### config.mk
export PLATFORM = sky130hd
export DESIGN_NAME = journal_transaction_tracker_top
export DESIGN_NICKNAME = d
export VERILOG_FILES = /design/src/sv/jtt_pkg.sv /design/src/sv/jtt_cfg.sv /design/src/sv/jtt_table.sv /design/src/sv/jtt_ctrl.sv /design/src/sv/journal_transaction_tracker_top.sv
export SDC_FILE = /design/constraint.sdc
export NUM_CORES = 1
export LEC_CHECK = 0
export ABC_AREA = 1
export BUFFER_PORTS_ARGS = -buffer_cell sky130_fd_sc_hd__clkbuf_2
export CORE_ASPECT_RATIO = 1.75
export CORE_MARGIN = 3
export CORE_UTILIZATION = 45
export DETAILED_ROUTE_END_ITERATION = 8
export SKIP_LAST_GASP = 1
export SYNTH_ARGS = -nofsm -noshare
export SYNTH_HDL_FRONTEND = slang
export SYNTH_SLANG_ARGS = --single-unit
### constraint.sdc
create_clock -name i_clk -period 8.1 [get_ports i_clk]
set_input_delay 2.43 -clock i_clk [delete_from_list [all_inputs] [get_ports i_clk]]
set_output_delay 2.43 -clock i_clk [all_outputs]
set_load 0.1 [all_outputs]
### src/sv/jtt_pkg.sv
// Shared types and constants for the journal transaction tracker.
// Used by every module of the block; depends on nothing.
package jtt_pkg;

    localparam int LOG_ENTRIES = 30;
    localparam int OP_BLOCKS   = 10;
    localparam int BLK_W       = 32;
    localparam int CNT_W       = 5;
    localparam int IDX_W       = (LOG_ENTRIES > 1) ? $clog2(LOG_ENTRIES) : 1;
    localparam int NEED_W      = 10;
    localparam int ADDR_W      = 3;

    // Register index, taken from paddr[2]
    localparam logic REG_START  = 1'b0;
    localparam logic REG_REGION = 1'b1;

    typedef enum logic [1:0] {
        CMD_BEGIN  = 2'd0,
        CMD_RECORD = 2'd1,
        CMD_END    = 2'd2
    } t_cmd;

    typedef enum logic [3:0] {
        ST_ADMITTED  = 4'd0,
        ST_WAIT      = 4'd1,
        ST_NEW       = 4'd2,
        ST_ABSORBED  = 4'd3,
        ST_FULL_ERR  = 4'd4,
        ST_OUT_ERR   = 4'd5,
        ST_RELEASED  = 4'd6,
        ST_COPY_LOG  = 4'd7,
        ST_HDR_WRITE = 4'd8,
        ST_INSTALL   = 4'd9,
        ST_HDR_CLEAR = 4'd10,
        ST_END_ERR   = 4'd11
    } t_status;

    typedef enum logic [3:0] {
        S_IDLE,
        S_SRCH_RD,
        S_SRCH_CMP,
        S_EMIT,
        S_CP_RD,
        S_CP_OUT,
        S_HDR,
        S_IN_RD,
        S_IN_OUT,
        S_CLR
    } t_state;

    typedef struct packed {
        logic             rd_en;
        logic [IDX_W-1:0] rd_addr;
        logic             wr_en;
        logic [IDX_W-1:0] wr_addr;
        logic [BLK_W-1:0] wr_data;
        logic [BLK_W-1:0] key;
    } t_tbl_req;

    typedef struct packed {
        logic [BLK_W-1:0] start;
        logic [BLK_W-1:0] region;
    } t_cfg;

endpackage

### src/sv/jtt_cfg.sv
// APB register file: journal start block and journal region size.
// Depends on jtt_pkg.
module jtt_cfg
    import jtt_pkg::*;
(
    input  logic              i_clk,
    input  logic              i_rst_n,
    input  logic              psel,
    input  logic              penable,
    input  logic              pwrite,
    input  logic [ADDR_W-1:0] paddr,
    input  logic [31:0]       pwdata,
    output logic [31:0]       prdata,
    output logic              pready,
    output t_cfg              o_cfg
);

    logic [BLK_W-1:0] r_start;
    logic [BLK_W-1:0] r_region;
    logic             wr_req;

    assign pready = 1'b1;
    assign wr_req = psel && penable && pwrite && pready;

    always_ff @(posedge i_clk) begin
        if (!i_rst_n) begin
            r_start  <= '0;
            r_region <= BLK_W'(31);
        end else if (wr_req) begin
            if (paddr[2] == REG_REGION) begin
                r_region <= pwdata;
            end else begin
                r_start <= pwdata;
            end
        end
    end

    assign prdata       = (paddr[2] == REG_START) ? r_start : r_region;
    assign o_cfg.start  = r_start;
    assign o_cfg.region = r_region;

endmodule

### src/sv/jtt_table.sv
// Logged-block table: one write port, one registered read port, and the
// key compare used by the record search. Depends on jtt_pkg.
module jtt_table
    import jtt_pkg::*;
(
    input  logic             i_clk,
    input  t_tbl_req         i_req,
    output logic [BLK_W-1:0] o_rd_data,
    output logic             o_hit
);

    logic [BLK_W-1:0] r_mem [LOG_ENTRIES];
    logic [BLK_W-1:0] r_rd_data;

    always_ff @(posedge i_clk) begin
        if (i_req.wr_en) begin
            r_mem[i_req.wr_addr] <= i_req.wr_data;
        end
    end

    // Hold read data until the next read request
    always_ff @(posedge i_clk) begin
        if (i_req.rd_en) begin
            r_rd_data <= r_mem[i_req.rd_addr];
        end
    end

    assign o_rd_data = r_rd_data;
    assign o_hit     = (r_rd_data == i_req.key);

endmodule

### src/sv/jtt_ctrl.sv
// Sequencer of the journal tracker: command decode, table search, commit
// walk and the output register. Depends on jtt_pkg; drives jtt_table.
module jtt_ctrl
    import jtt_pkg::*;
(
    input  logic             i_clk,
    input  logic             i_rst_n,
    input  t_cfg             i_cfg,
    input  logic             i_s_tvalid,
    output logic             o_s_tready,
    input  logic [BLK_W-1:0] i_s_tdata,
    input  logic [1:0]       i_s_tuser,
    output logic             o_m_tvalid,
    input  logic             i_m_tready,
    output logic [71:0]      o_m_tdata,
    output logic [3:0]       o_m_tuser,
    output logic             o_m_tlast,
    output t_tbl_req         o_tbl_req,
    input  logic [BLK_W-1:0] i_rd_data,
    input  logic             i_hit
);

    t_state           r_state, n_state;
    logic [CNT_W-1:0] r_count, n_count;
    logic [CNT_W-1:0] r_open, n_open;
    logic [CNT_W-1:0] r_idx, n_idx;
    logic [CNT_W-1:0] r_n, n_n;
    logic [BLK_W-1:0] r_key, n_key;
    t_status          r_pend_st, n_pend_st;
    logic [CNT_W-1:0] r_pend_cnt, n_pend_cnt;

    logic             r_m_valid, n_m_valid;
    t_status          r_m_st, n_m_st;
    logic [BLK_W-1:0] r_m_src, n_m_src;
    logic [BLK_W-1:0] r_m_dst, n_m_dst;
    logic [CNT_W-1:0] r_m_cnt, n_m_cnt;
    logic             r_m_last, n_m_last;

    logic             s_accept;
    logic             slot_free;
    t_cmd             cmd;
    logic [NEED_W-1:0] need;
    logic             begin_over;
    logic             rec_full;
    logic             rec_outside;
    logic             end_commit;
    logic             srch_done;
    logic             walk_done;
    logic [BLK_W-1:0] slot_blk;

    logic             emit;
    t_status          e_st;
    logic [BLK_W-1:0] e_src;
    logic [BLK_W-1:0] e_dst;
    logic [CNT_W-1:0] e_cnt;
    logic             e_last;

    assign o_s_tready = (r_state == S_IDLE);
    assign s_accept   = i_s_tvalid && o_s_tready;
    assign slot_free  = !r_m_valid || i_m_tready;
    assign cmd        = t_cmd'(i_s_tuser);

    assign need        = NEED_W'(r_count)
                       + (NEED_W'(r_open) + NEED_W'(1)) * NEED_W'(OP_BLOCKS);
    assign begin_over  = need > NEED_W'(LOG_ENTRIES);
    assign rec_full    = (r_count >= CNT_W'(LOG_ENTRIES))
                      || ((33'(r_count) + 33'd1) >= 33'(i_cfg.region));
    assign rec_outside = (r_open == '0);
    assign end_commit  = (r_open == CNT_W'(1)) && (r_count != '0);
    assign srch_done   = (r_idx + CNT_W'(1)) == r_count;
    assign walk_done   = (r_idx + CNT_W'(1)) == r_n;
    // Shared adder: log slot address for the current walk index
    assign slot_blk    = i_cfg.start + BLK_W'(r_idx) + BLK_W'(1);

    // Next state
    always_comb begin
        n_state = r_state;
        case (r_state)
            S_IDLE: begin
                if (s_accept) begin
                    case (cmd)
                        CMD_BEGIN: n_state = S_EMIT;
                        CMD_RECORD: begin
                            if (rec_full || rec_outside || r_count == '0) begin
                                n_state = S_EMIT;
                            end else begin
                                n_state = S_SRCH_RD;
                            end
                        end
                        CMD_END: begin
                            if (!rec_outside && end_commit) begin
                                n_state = S_CP_RD;
                            end else begin
                                n_state = S_EMIT;
                            end
                        end
                        default: n_state = S_IDLE;
                    endcase
                end
            end
            S_SRCH_RD:  n_state = S_SRCH_CMP;
            S_SRCH_CMP: begin
                if (i_hit || srch_done) begin
                    n_state = S_EMIT;
                end else begin
                    n_state = S_SRCH_RD;
                end
            end
            S_EMIT: begin
                if (slot_free) n_state = S_IDLE;
            end
            S_CP_RD:  n_state = S_CP_OUT;
            S_CP_OUT: begin
                if (slot_free) n_state = walk_done ? S_HDR : S_CP_RD;
            end
            S_HDR: begin
                if (slot_free) n_state = S_IN_RD;
            end
            S_IN_RD:  n_state = S_IN_OUT;
            S_IN_OUT: begin
                if (slot_free) n_state = walk_done ? S_CLR : S_IN_RD;
            end
            S_CLR: begin
                if (slot_free) n_state = S_IDLE;
            end
            default: n_state = S_IDLE;
        endcase
    end

    // Datapath actions and result requests
    always_comb begin
        n_count    = r_count;
        n_open     = r_open;
        n_idx      = r_idx;
        n_n        = r_n;
        n_key      = r_key;
        n_pend_st  = r_pend_st;
        n_pend_cnt = r_pend_cnt;

        o_tbl_req.rd_en   = 1'b0;
        o_tbl_req.rd_addr = r_idx[IDX_W-1:0];
        o_tbl_req.wr_en   = 1'b0;
        o_tbl_req.wr_addr = r_count[IDX_W-1:0];
        o_tbl_req.wr_data = r_key;
        o_tbl_req.key     = r_key;

        emit   = 1'b0;
        e_st   = r_pend_st;
        e_src  = '0;
        e_dst  = '0;
        e_cnt  = r_pend_cnt;
        e_last = 1'b0;

        case (r_state)
            S_IDLE: begin
                if (s_accept) begin
                    n_pend_cnt = r_count;
                    n_idx      = '0;
                    n_key      = i_s_tdata;
                    case (cmd)
                        CMD_BEGIN: begin
                            if (begin_over) begin
                                n_pend_st = ST_WAIT;
                            end else begin
                                n_pend_st = ST_ADMITTED;
                                n_open    = r_open + CNT_W'(1);
                            end
                        end
                        CMD_RECORD: begin
                            if (rec_full) begin
                                n_pend_st = ST_FULL_ERR;
                            end else if (rec_outside) begin
                                n_pend_st = ST_OUT_ERR;
                            end else if (r_count == '0) begin
                                // Empty table: insert without a search
                                o_tbl_req.wr_en   = 1'b1;
                                o_tbl_req.wr_data = i_s_tdata;
                                n_count           = r_count + CNT_W'(1);
                                n_pend_st         = ST_NEW;
                                n_pend_cnt        = r_count + CNT_W'(1);
                            end
                        end
                        CMD_END: begin
                            if (rec_outside) begin
                                n_pend_st = ST_END_ERR;
                            end else begin
                                n_open    = r_open - CNT_W'(1);
                                n_pend_st = ST_RELEASED;
                                n_n       = r_count;
                            end
                        end
                        default: n_pend_st = r_pend_st;
                    endcase
                end
            end
            S_SRCH_RD: begin
                o_tbl_req.rd_en = 1'b1;
            end
            S_SRCH_CMP: begin
                if (i_hit) begin
                    n_pend_st  = ST_ABSORBED;
                    n_pend_cnt = r_count;
                end else if (srch_done) begin
                    o_tbl_req.wr_en = 1'b1;
                    n_count         = r_count + CNT_W'(1);
                    n_pend_st       = ST_NEW;
                    n_pend_cnt      = r_count + CNT_W'(1);
                end else begin
                    n_idx = r_idx + CNT_W'(1);
                end
            end
            S_EMIT: begin
                emit   = 1'b1;
                e_last = 1'b1;
            end
            S_CP_RD, S_IN_RD: begin
                o_tbl_req.rd_en = 1'b1;
            end
            S_CP_OUT: begin
                emit  = 1'b1;
                e_st  = ST_COPY_LOG;
                e_src = i_rd_data;
                e_dst = slot_blk;
                e_cnt = r_n;
                if (slot_free) n_idx = r_idx + CNT_W'(1);
            end
            S_HDR: begin
                emit  = 1'b1;
                e_st  = ST_HDR_WRITE;
                e_dst = i_cfg.start;
                e_cnt = r_n;
                if (slot_free) n_idx = '0;
            end
            S_IN_OUT: begin
                emit  = 1'b1;
                e_st  = ST_INSTALL;
                e_src = slot_blk;
                e_dst = i_rd_data;
                e_cnt = r_n;
                if (slot_free) n_idx = r_idx + CNT_W'(1);
            end
            S_CLR: begin
                emit   = 1'b1;
                e_st   = ST_HDR_CLEAR;
                e_dst  = i_cfg.start;
                e_cnt  = '0;
                e_last = 1'b1;
                if (slot_free) n_count = '0;
            end
            default: emit = 1'b0;
        endcase

        // Output register: load a new result or drop the one taken
        n_m_st   = r_m_st;
        n_m_src  = r_m_src;
        n_m_dst  = r_m_dst;
        n_m_cnt  = r_m_cnt;
        n_m_last = r_m_last;
        if (emit && slot_free) begin
            n_m_valid = 1'b1;
            n_m_st    = e_st;
            n_m_src   = e_src;
            n_m_dst   = e_dst;
            n_m_cnt   = e_cnt;
            n_m_last  = e_last;
        end else if (i_m_tready) begin
            n_m_valid = 1'b0;
        end else begin
            n_m_valid = r_m_valid;
        end
    end

    always_ff @(posedge i_clk) begin
        if (!i_rst_n) begin
            r_state   <= S_IDLE;
            r_count   <= '0;
            r_open    <= '0;
            r_m_valid <= 1'b0;
        end else begin
            r_state   <= n_state;
            r_count   <= n_count;
            r_open    <= n_open;
            r_m_valid <= n_m_valid;
        end
    end

    always_ff @(posedge i_clk) begin
        r_idx      <= n_idx;
        r_n        <= n_n;
        r_key      <= n_key;
        r_pend_st  <= n_pend_st;
        r_pend_cnt <= n_pend_cnt;
        r_m_st     <= n_m_st;
        r_m_src    <= n_m_src;
        r_m_dst    <= n_m_dst;
        r_m_cnt    <= n_m_cnt;
        r_m_last   <= n_m_last;
    end

    assign o_m_tvalid = r_m_valid;
    assign o_m_tuser  = r_m_st;
    assign o_m_tdata  = {3'b000, r_m_cnt, r_m_dst, r_m_src};
    assign o_m_tlast  = r_m_last;

    a_count_bound: assert property (@(posedge i_clk) disable iff (!i_rst_n)
        r_count <= CNT_W'(LOG_ENTRIES))
        else $error("logged count beyond table size");

    a_commit_closed: assert property (@(posedge i_clk) disable iff (!i_rst_n)
        (r_state == S_CP_RD || r_state == S_CP_OUT || r_state == S_HDR ||
         r_state == S_IN_RD || r_state == S_IN_OUT || r_state == S_CLR)
        |-> (r_open == '0))
        else $error("commit running with an open operation");

    a_walk_index: assert property (@(posedge i_clk) disable iff (!i_rst_n)
        (r_state == S_CP_RD || r_state == S_IN_RD) |-> (r_idx < r_n))
        else $error("commit walk index past committed count");

    a_clear_empties: assert property (@(posedge i_clk) disable iff (!i_rst_n)
        (r_state == S_CLR && slot_free) |=> (r_count == '0 && r_state == S_IDLE))
        else $error("table not emptied after header clear");

endmodule

### src/sv/journal_transaction_tracker_top.sv
// Top level of the journal transaction tracker with group commit.
// Depends on jtt_pkg, jtt_cfg, jtt_table and jtt_ctrl.
//
// Usage:
//   Input stream: tuser carries the command (begin, record, end), tdata the
//   home block number. Output stream: tuser carries the status, tdata the
//   source block, destination block and header count; tlast marks the final
//   result of each request. Registers must be written over the APB port only
//   while the block is idle; the block itself does not enforce this.
//   Timing: one request at a time; o_s_tready is high only in the idle state.
//   Begin, non-committing end, rejected record and empty-table record requests
//   load their result from the emit state once the output register is free. A record
//   otherwise scans the table through the single read port and compare, a read
//   state then a compare state per entry, until a hit or the last entry.
//   A commit walks the table twice over the same read port and slot adder:
//   copy walk, header write, install walk, header clear. The next request
//   is taken the cycle after the last result enters the output register.
//   Reset empties the table and the open count and restores the register
//   defaults. A stalled receiver holds the output register, and the walk
//   waits in place until the register frees.
module journal_transaction_tracker_top
    import jtt_pkg::*;
(
    input  logic              i_clk,
    input  logic              i_rst_n,
    input  logic              i_s_tvalid,
    output logic              o_s_tready,
    input  logic [31:0]       i_s_tdata,   // [31:0] block_number
    input  logic [1:0]        i_s_tuser,   // [1:0] command
    output logic              o_m_tvalid,
    input  logic              i_m_tready,
    output logic [71:0]       o_m_tdata,   // [31:0] source_block, [63:32] dest_block,
                                           // [68:64] header_count, [71:69] zero
    output logic [3:0]        o_m_tuser,   // [3:0] status
    output logic              o_m_tlast,
    input  logic              psel,
    input  logic              penable,
    input  logic              pwrite,
    input  logic [ADDR_W-1:0] paddr,
    input  logic [31:0]       pwdata,
    output logic [31:0]       prdata,
    output logic              pready
);

    t_cfg             cfg;
    t_tbl_req         tbl_req;
    logic [BLK_W-1:0] tbl_rd_data;
    logic             tbl_hit;

    jtt_cfg u_cfg (
        .i_clk   (i_clk),
        .i_rst_n (i_rst_n),
        .psel    (psel),
        .penable (penable),
        .pwrite  (pwrite),
        .paddr   (paddr),
        .pwdata  (pwdata),
        .prdata  (prdata),
        .pready  (pready),
        .o_cfg   (cfg)
    );

    jtt_table u_table (
        .i_clk     (i_clk),
        .i_req     (tbl_req),
        .o_rd_data (tbl_rd_data),
        .o_hit     (tbl_hit)
    );

    jtt_ctrl u_ctrl (
        .i_clk      (i_clk),
        .i_rst_n    (i_rst_n),
        .i_cfg      (cfg),
        .i_s_tvalid (i_s_tvalid),
        .o_s_tready (o_s_tready),
        .i_s_tdata  (i_s_tdata),
        .i_s_tuser  (i_s_tuser),
        .o_m_tvalid (o_m_tvalid),
        .i_m_tready (i_m_tready),
        .o_m_tdata  (o_m_tdata),
        .o_m_tuser  (o_m_tuser),
        .o_m_tlast  (o_m_tlast),
        .o_tbl_req  (tbl_req),
        .i_rd_data  (tbl_rd_data),
        .i_hit      (tbl_hit)
    );

endmodule
Word-level counts from Yosys, hierarchy flattened
Memory sizes are Yosys's and may differ from the RTL's. A register that Yosys moved wholly into a read port is not among the register bits.
Cells that the tools add are included.
Storage, ports and cells
  register bits: 204
  RAM bits: 960
  output and inout bits: 112
  memories kept: 1
Memory list
  u_table.r_mem: words 30, bits a word 32, rd ports 1, clocked after Yosys merged registers in 1, write ports 1, line jtt_table.sv:12  | logic [BLK_W-1:0] r_mem [LOG_ENTRIES];
Cells by class
  $add $sub $neg: 9
  multipliers: 1
  magnitude comparators: 3
  eq/ne operators: 30
  multiplexer cells: 67
  bitwise logic cells: 2
  reduce and logical (&&, ||, !) cells: 39
Operator list (number)
  $mux W32: 7
  $pmux W32 S3: 1
  $mux W5: 15
  $pmux W32 S2: 1
  $mux W4: 13
  $pmux W4 S9: 1
  $ge A33 B32 Y1: 1
  $add A32 B1 Y32 const B: 1
  $add A32 B5 Y32: 1
  $eq A32 B32 Y1: 1
  $pmux W5 S2: 3
  $pmux W4 S3: 2
  $pmux W5 S4: 1
  $reduce_and A5 Y1: 4
  $eq A4 B3 Y1 const B: 4
  $pmux W4 S4: 1
  $add A5 B1 Y5 const B: 3
  $mux W1: 15
  $pmux W5 S3: 1
  $ne A2 B1 Y1 const B: 7
  $add A5 B1 Y6 const B: 2
  $add A5 B10 Y10: 1
  $eq A5 B5 Y1: 2
  $gt A10 B5 Y1 const B: 1
  other kinds (35): 62

Depth between registers and ports, before layout
Gate-level depths: netlist (run 1).
  depth in word-level cells: 9
  gate-level depth with buffers: 22
  depth with buffers taken out: 21

Modules after synthesis
Synthesis (run 1) repeated with hierarchy kept, for this count alone.
Unflattened totals
  cells, all modules: 4951
  area, all modules: 52474.1 um^2
By module, submodules not included
  jtt_table: instances 1, cells an instance 3426, area each 40664.0 um^2, seq. area each 29788.6 um^2
  jtt_ctrl: instances 1, cells an instance 1039, area each 8589.5 um^2, seq. area each 4053.9 um^2
  jtt_cfg: instances 1, cells an instance 486, area each 3220.6 um^2, seq. area each 1281.2 um^2

Worst setup path before layout (run 1)
Ideal clock, no wire load.
  path type: input to output
  start: input port paddr[2]
  end: output port prdata[29]
  arrival time: 5046 ps
  data required time: 5670 ps
  setup slack: 624 ps
  stages: 4
  path buffers: 2
  cell sequence: clkbuf_1 inv_1 clkbuf_1 o21ai_0
On the way
  longest elaborated chain between the ends: 1
Ends and longest elaborated chain
  start: declaration: line journal_transaction_tracker_top.sv:39  | input logic [ADDR_W-1:0] paddr,
  $mux W32: line jtt_cfg.sv:38  | assign prdata = (paddr[2] == REG_START) ? r_start : r_region;
  end: declaration: line journal_transaction_tracker_top.sv:41  | output logic [31:0] prdata,
No other way between the ends.

Worst setup path in the final report (run 1)
Same ends and word-level chain as after synthesis.

==> impl_metrics.toml, run 1 <==
[timing]
worst_pin_slew_ns = 1.285
period_minus_slack_ns = 6.204
setup_viol = 0
finalWorstSetupSlack_ns = 1.896
hold_viol_final = 0
fin_skew_ns = 0.03291
fmax_mhz = 161.2
setup_tns_ns = 0
rsz0062_at_grt = "false"
final_max_slew_viol_count = 0
maxSlewHeadroom = 0.1344
period_share = 0.7660

[worst_hold_path]
hold_start = "u_cfg.r_region[26]"
hold_path.class = "register to register"

[routing]
first_pass_iters = 6
drt-initial-drc-count = 3119
drt-total-wl_mm = 148.8
avgRoutedWirePerCell_um = 25.87
via_per_inst = 5.806
antenna_left = 0
route.vias.total = 33410
drc = 0

[cells_and_area]
layout-drive-gt1-share = 0.1233
utilization = 0.5101
fin_nets = 4317
syn_to_final_growth_pct = 12.19

[setup_path]
crit_fanout = 11
required_ns = 5.67
cp-start-kind = "primary input"
crit_type = "primary input to primary output"
cp-startpoint = "paddr[2]"
arrival_ns = 3.77
endpoint_kind = "primary output"
r2r-start = "u_ctrl.r_count[2]"

[global_routing]
grt_start_max_net_pins = 160
grt.total_usage = 0.2566
grt_pass1_vias = 32810
grt_pass1_wl_mm = 216.4
overflow = 0
antenna_found_initial = 7

[die]
core_mm2 = 0.1089
row_count = 160
initial_utilization = 0.4547
die_h_um = 444.8
dieArea_mm2 = 0.1142
die_w_um = 256.8
pin_count = 188

[cts]
cts_tree = "done"
cts_setup_buffers = 0
clock_latency_ns = 0.74
cts_buffers = 105
ctsResizeCount = 0
clk_pin_slew_ns = 0.07
htreeDepth = 3
root_buffer = "clkbuf_16"
cts_sinks = 1196
clk_path_buf_depth = 3
cts_hold_buf = 0

[power_and_ir_drop]
sw_frac_of_total = 0.3289
powerDensity_mw_per_mm2 = 291.1
seq_power_share = 0.451
p_int_mw = 10.85
total_leakage_power_nw = 19.09
power_frac_comb = 0.241
peakVddDrop_mv = 0.1817
power_switching_mw = 5.318
power_mw = 16.17
power_frac_clock = 0.308

[synthesis]
synth_area_mm2 = 0.04952
synth.yosys.warnings = 0
syn_inst = 4075
seq_area_frac_synth = 0.7093
synth-seq-cells = 1196
avgSynthCellArea_um2 = 12.15
netlist-cell-type-count = 58

[placed_design]
place_ws_ns = 1.850
place_congestion = 0.9741
port_buffers = 181
dp_hpwl_mm = 93.72

[outcome]
outcome = "finished clean"

[job]
maxCapViolations = 0
through the flow:
stage               instance area [µm²]  cells  hold WS (ns)
detailed placement                52180   5555        0.4729
floorplan                         49520   4077        0.4314
global route                      55540   5751        0.5130
CTS                               55540   5749        0.4835
finish                            55550   5754        0.4890
global placement                  52180   5555        0.4691
final timing paths:
check                         endpoint  depth (start not counted)  slack, ns
setup reg to reg  u_table.r_mem[4][24]                         22       2.83
hold / removal      u_cfg.r_region[26]                          2       0.49
hold reg to reg     u_cfg.r_region[26]                          2       0.49
setup / recovery            prdata[29]                          4       1.90
critical path, cell delays in order:
cell,delay (ns)
clkbuf_2,0.09
inv_1,0.17
o21ai_0,0.52
clkbuf_2,0.56
registers in the layout, summed over array words and instances, names as in the netlist, 5 cells and up:
| signal | count |
|---|---|
| u_ctrl.r_open | 5 |
| u_ctrl.r_m_cnt | 5 |
| u_cfg.r_start | 32 |
| u_ctrl.r_pend_cnt | 5 |
| u_ctrl.r_key | 32 |
| u_ctrl.r_m_src | 32 |
| u_ctrl.r_idx | 5 |
| u_table.r_mem | 960 |
| u_ctrl.r_n | 5 |
| u_table.o_rd_data | 32 |
| u_cfg.r_region | 32 |
| u_ctrl.r_count | 5 |
| u_ctrl.r_m_dst | 32 |
layer usage:
layer | GRT usage | wire (µm)
met3 | 0.03564 | 9471
met2 | 0.4563 | 76650
met4 | 0.1497 | 9116
met5 | 0 | 36
met1 | 0.2957 | 53570
cells by family (layout without fill, tap and decap cells):
logic type,count (synthesis),after routing,share of synthesized area
xor+xnor,38,38,0.006721
flops,1196,1196,0.7093
simple gates,1262,1262,0.1047
compound gates,1109,1109,0.1331
other cells,2,9,0.0001517
fa+ha+maj,37,37,0.009804
buf+inv,431,645,0.03613
synth_stat cells (all sizes together):
cell,count,area share
xnor2,16,0.0028
xor2,22,0.0039
o22ai,124,0.016
o211ai,7,0.0011
inv,180,0.014
o31ai,26,0.0039
or2,9,0.0011
a221oi,8,0.0014
ha,34,0.0086
edfxtp,1117,0.68
nand3,105,0.011
buf,100,0.011
nor4,3,0.00038
o21ai,456,0.046
a211oi,1,0.00015
a22oi,15,0.0023
nand4,20,0.0027
nand2,622,0.048
nand3b,1,0.00015
nor3,45,0.0050
a311oi,8,0.0014
dfxtp,79,0.032
a21oi,282,0.029
o311ai,1,0.00018
fa,3,0.0012
a32o,7,0.0014
o2111ai,1,0.00018
o221ai,151,0.027
nor2,457,0.036
clkinv,2,0.00018
clkbuf,149,0.011
o21a,4,0.00061
a31oi,7,0.00088
a22o,3,0.00053
o211a,1,0.00020
o32ai,1,0.00018
conb,2,0.00015
a31o,6,0.0011
placed cells by master, fill, tap and decap left out, drive strengths merged, types with 3 or more instances in the layout:
cell      count
xnor2        16
a22oi        15
nor4          3
dfxtp        79
ha           34
a31o          6
a32o          7
nand4        20
inv         185
xor2         22
buf          88
nor2        457
or2           9
bufinv        5
conb          4
a311oi        8
a31oi         7
a221oi        8
nand2       622
clkinv       44
o31ai        26
a22o          3
edfxtp     1117
o221ai      151
a21oi       282
o21a          4
o21ai       456
nor3         45
o211ai        7
diode         5
nand3       105
clkbuf      320
fa            3
o22ai       124
clkinvlp      3
power groups by stage:
stage               logic, mW  clock network, mW  registers (mW)
finish                   3.90               4.98            7.29
global route             4.25               5.27            7.30
CTS                      3.90               5.05            7.28
detailed placement       3.89                  0            7.42
global placement         3.85                  0            7.42
floorplan                2.51                  0            7.48
final cells by class:
class                      instances  area, µm²
sequential                      1196      35120
multi-input combinational       2450      12910
fill                            9454      53350
inverter                         182      698.2
timing repair buffer             269       1617
clock buffer                     139       2869
tap                             1458       1824
antenna                            5      12.51
clock inverter                    55      494.2
Note: power is estimated with default switching activity, not from simulation.
==> run 2, diff against run 1 <==
- ABC_AREA: 1 -> 0
- clock period: 8.1 -> 5.2 ns (I/O delays scaled with it)
==> run 2 against run 1 <==
Cell count decreased by 22%. Final area grew 0.64%. First-iteration DRC count is 13% lower. Sequential cell count unchanged. Area after synthesis fell by 0.11%. Sequential power rose by 52%. Non-clock buffer count shrank 3. Global-route usage is 2.1 points lower. Total power grew 36%. Routed wire length decreased by 9.7%. Combinational power shrank 19%. Critical path type is now register to register. Largest cell class unchanged.
==> impl_metrics.toml, run 2 <==
[outcome]
outcome = "finished clean"

[power_and_ir_drop]
power_switching_mw = 5.409
powerDensity_mw_per_mm2 = 394.2
power_frac_clock = 0.354
seq_power_share = 0.502
total_leakage_power_nw = 17.84
p_int_mw = 16.63
power_frac_comb = 0.144
peakVddDrop_mv = 0.2641
sw_frac_of_total = 0.2454
power_mw = 22.04

[cts]
cts_buffers = 103
ctsResizeCount = 0
cts_setup_buffers = 0
clk_path_buf_depth = 3
htreeDepth = 3
cts_tree = "done"
cts_sinks = 1196
root_buffer = "clkbuf_16"
clock_latency_ns = 0.71
clk_pin_slew_ns = 0.07
cts_hold_buf = 0

[routing]
route.vias.total = 26550
avgRoutedWirePerCell_um = 30.07
first_pass_iters = 7
drc = 0
antenna_left = 0
drt-initial-drc-count = 2710
drt-total-wl_mm = 134.4
via_per_inst = 5.940

[setup_path]
path_buf_inv = 1
crit_type = "register to register"
crit_fanout = 17
required_ns = 5.55
cp_slowest_stage_delay_ns = 0.84
endpoint_kind = "register"
cp-start-kind = "register"
rrSetupSlack_ns = 0.45
cp_slowest_cell = "nor2_4"
crit_top_cell = "nor3_1"
crit_family = "simple AND/OR/NAND/NOR gates"
cp-startpoint = "u_ctrl.r_count[2]"
arrival_ns = 5.10
r2r.worst_path.cells = 10
r2r-start = "u_ctrl.r_count[2]"
r2r-end = "u_table.r_mem[18][28]"
path_cells = "nand3_1 -> nor3_1 -> ha_1 -> o211ai_1 -> nor3_1 -> a2111oi_4 -> and3_2 -> o21ai_2 -> nor2_4 -> buf_4"

[synthesis]
synth.most_common_cell = "edfxtp_1"
syn_inst = 2717
seq_area_frac_synth = 0.7101
synth.yosys.warnings = 0
async_flop_share = 0
synthSimpleGateAreaFrac = 0.03966
synth_compound_area_frac = 0.04740
synthAdderAreaFrac = 0.01002
avgSynthCellArea_um2 = 18.20
netlist_top_cells_count = "1117 x edfxtp_1, 288 x mux4_2, 223 x nand2_1"
synth_area_mm2 = 0.04946
yosys-top-cells-area = "edfxtp_1 68%, mux4_2 13%, dfxtp_1 3.2%"
synth_top_family_by_area = "multiplexers"
synth_mux_area_frac = 0.1589
synth-seq-cells = 1196
yosysTopAreaCell = "edfxtp_1"
synth_top_cell_area_share = 0.6781
netlist-cell-type-count = 77
synthFlopType = "edfxtp_1"
synth_edf_count = 1117
synth_xor_area_frac = 0.01637

[placed_design]
dpl.cell_count = 4279
port_buffers = 181
place_ws_ns = 0.3202
dp_hpwl_mm = 81.81
place_congestion = 0.9168

[cells_and_area]
layout_common_cells = "1117 x edfxtp_1, 288 x mux4_2, 223 x nand2_1"
largest_register_ffs = 960
fin_nets = 3039
top_register = "u_table.r_mem"
layout-drive-gt1-share = 0.2841
syn_to_final_growth_pct = 13.03
stdcell_count = 4470
layout_commonest_cell = "edfxtp_1"

[job]
maxCapViolations = 0

[global_routing]
grt_pass1_vias = 27770
grt.total_usage = 0.2359
antenna_found_initial = 2
grt_pass1_wl_mm = 194.5
grt_start_max_net_pins = 129
overflow = 0

[die]
core_mm2 = 0.1089
initial_utilization = 0.4542
die_h_um = 444.6
die_w_um = 256.6
row_count = 160
pin_count = 188
dieArea_mm2 = 0.1141

[timing]
final_max_slew_viol_count = 0
timing.hold.ws_ns = 0.4881
worst_pin_slew_ns = 1.258
maxSlewHeadroom = 0.1590
hold_viol_final = 0
period_minus_slack_ns = 4.747
period_share = 0.9129
fmax_mhz = 210.7
fin_skew_ns = 0.03393
setup_tns_ns = 0
finalWorstSetupSlack_ns = 0.4528
rsz0062_at_grt = "false"
setup_viol = 0

[worst_hold_path]
whs_path_depth = 2
hold_start = "u_cfg.r_region[13]"
hold_path.class = "register to register"
worstHoldEndpoint = "u_cfg.r_region[13]"
-- run 2: power groups by stage --
stage	clock, mW	combinational, mW	sequential [mW]
after CTS	7.97	3.23	11.1
after global routing	8.31	3.38	11.1
after detailed placement	0	3.22	11.3
final	7.81	3.17	11.1
after floorplan	0	2.33	11.2
after global placement	0	3.16	11.3
-- run 2: cells by family after synthesis --
logic type      Yosys count
mux                     410
xor+xnor                 89
buf+inv                 205
simple gates            439
fa+ha+maj                38
other cells               2
flops                  1196
compound gates          338
-- run 2: how the worst max path moves through the flow --
stage | end | slack [ns] | cells past startpoint
3_5_place_dp | u_table.r_mem[18][24] | 0.32 | 9
4_1_cts | u_table.r_mem[18][28] | 0.44 | 10
6_report | u_table.r_mem[18][28] | 0.45 | 10
3_3_place_gp | u_table.r_mem[18][24] | 0.38 | 9
5_1_grt | u_table.r_mem[18][28] | 0.25 | 10
2_1_floorplan | prdata[0] | -0.36 | 3
-- run 2: through the flow --
| stage | utilization | area [µm²] |
|---|---|---|
| after floorplan | - | 49470 |
| after global routing | 0.5133 | 55900 |
| after CTS | 0.5133 | 55900 |
| after global placement | 0.4822 | 52520 |
| after detailed placement | 0.4822 | 52520 |
| final | 0.5134 | 55910 |
-- run 2: cell type report --
class	instances	area, µm²
Clock buffer	137	2820
Fill cell	8856	53000
Timing Repair Buffer	266	1669
Sequential cell	1196	35120
Tap cell	1458	1824
Multi-Input combinational cell	1318	13750
Inverter	41	153.9
Clock inverter	52	565.5
Antenna cell	2	5.005
-- run 2: worst reg2reg max path: cells and delay by family (launching register included) --
kind                       cells  cell delay, ns
AOI/OAI and AO/OA              3            0.96
adders and majority gates      1            0.30
buffers and inverters          1            0.56
DFF                            1            0.54
and+or+nand+nor                5            2.02
-- run 2: metal layers --
layer | share of wire | up-vias | track usage
met5 | 0 | - | 0
met4 | 0.035 | 0 | 0.08701
met3 | 0.057 | 210 | 0.03285
met2 | 0.54 | 981 | 0.4340
met1 | 0.37 | 14080 | 0.2813
li1 | - | 11290 | -
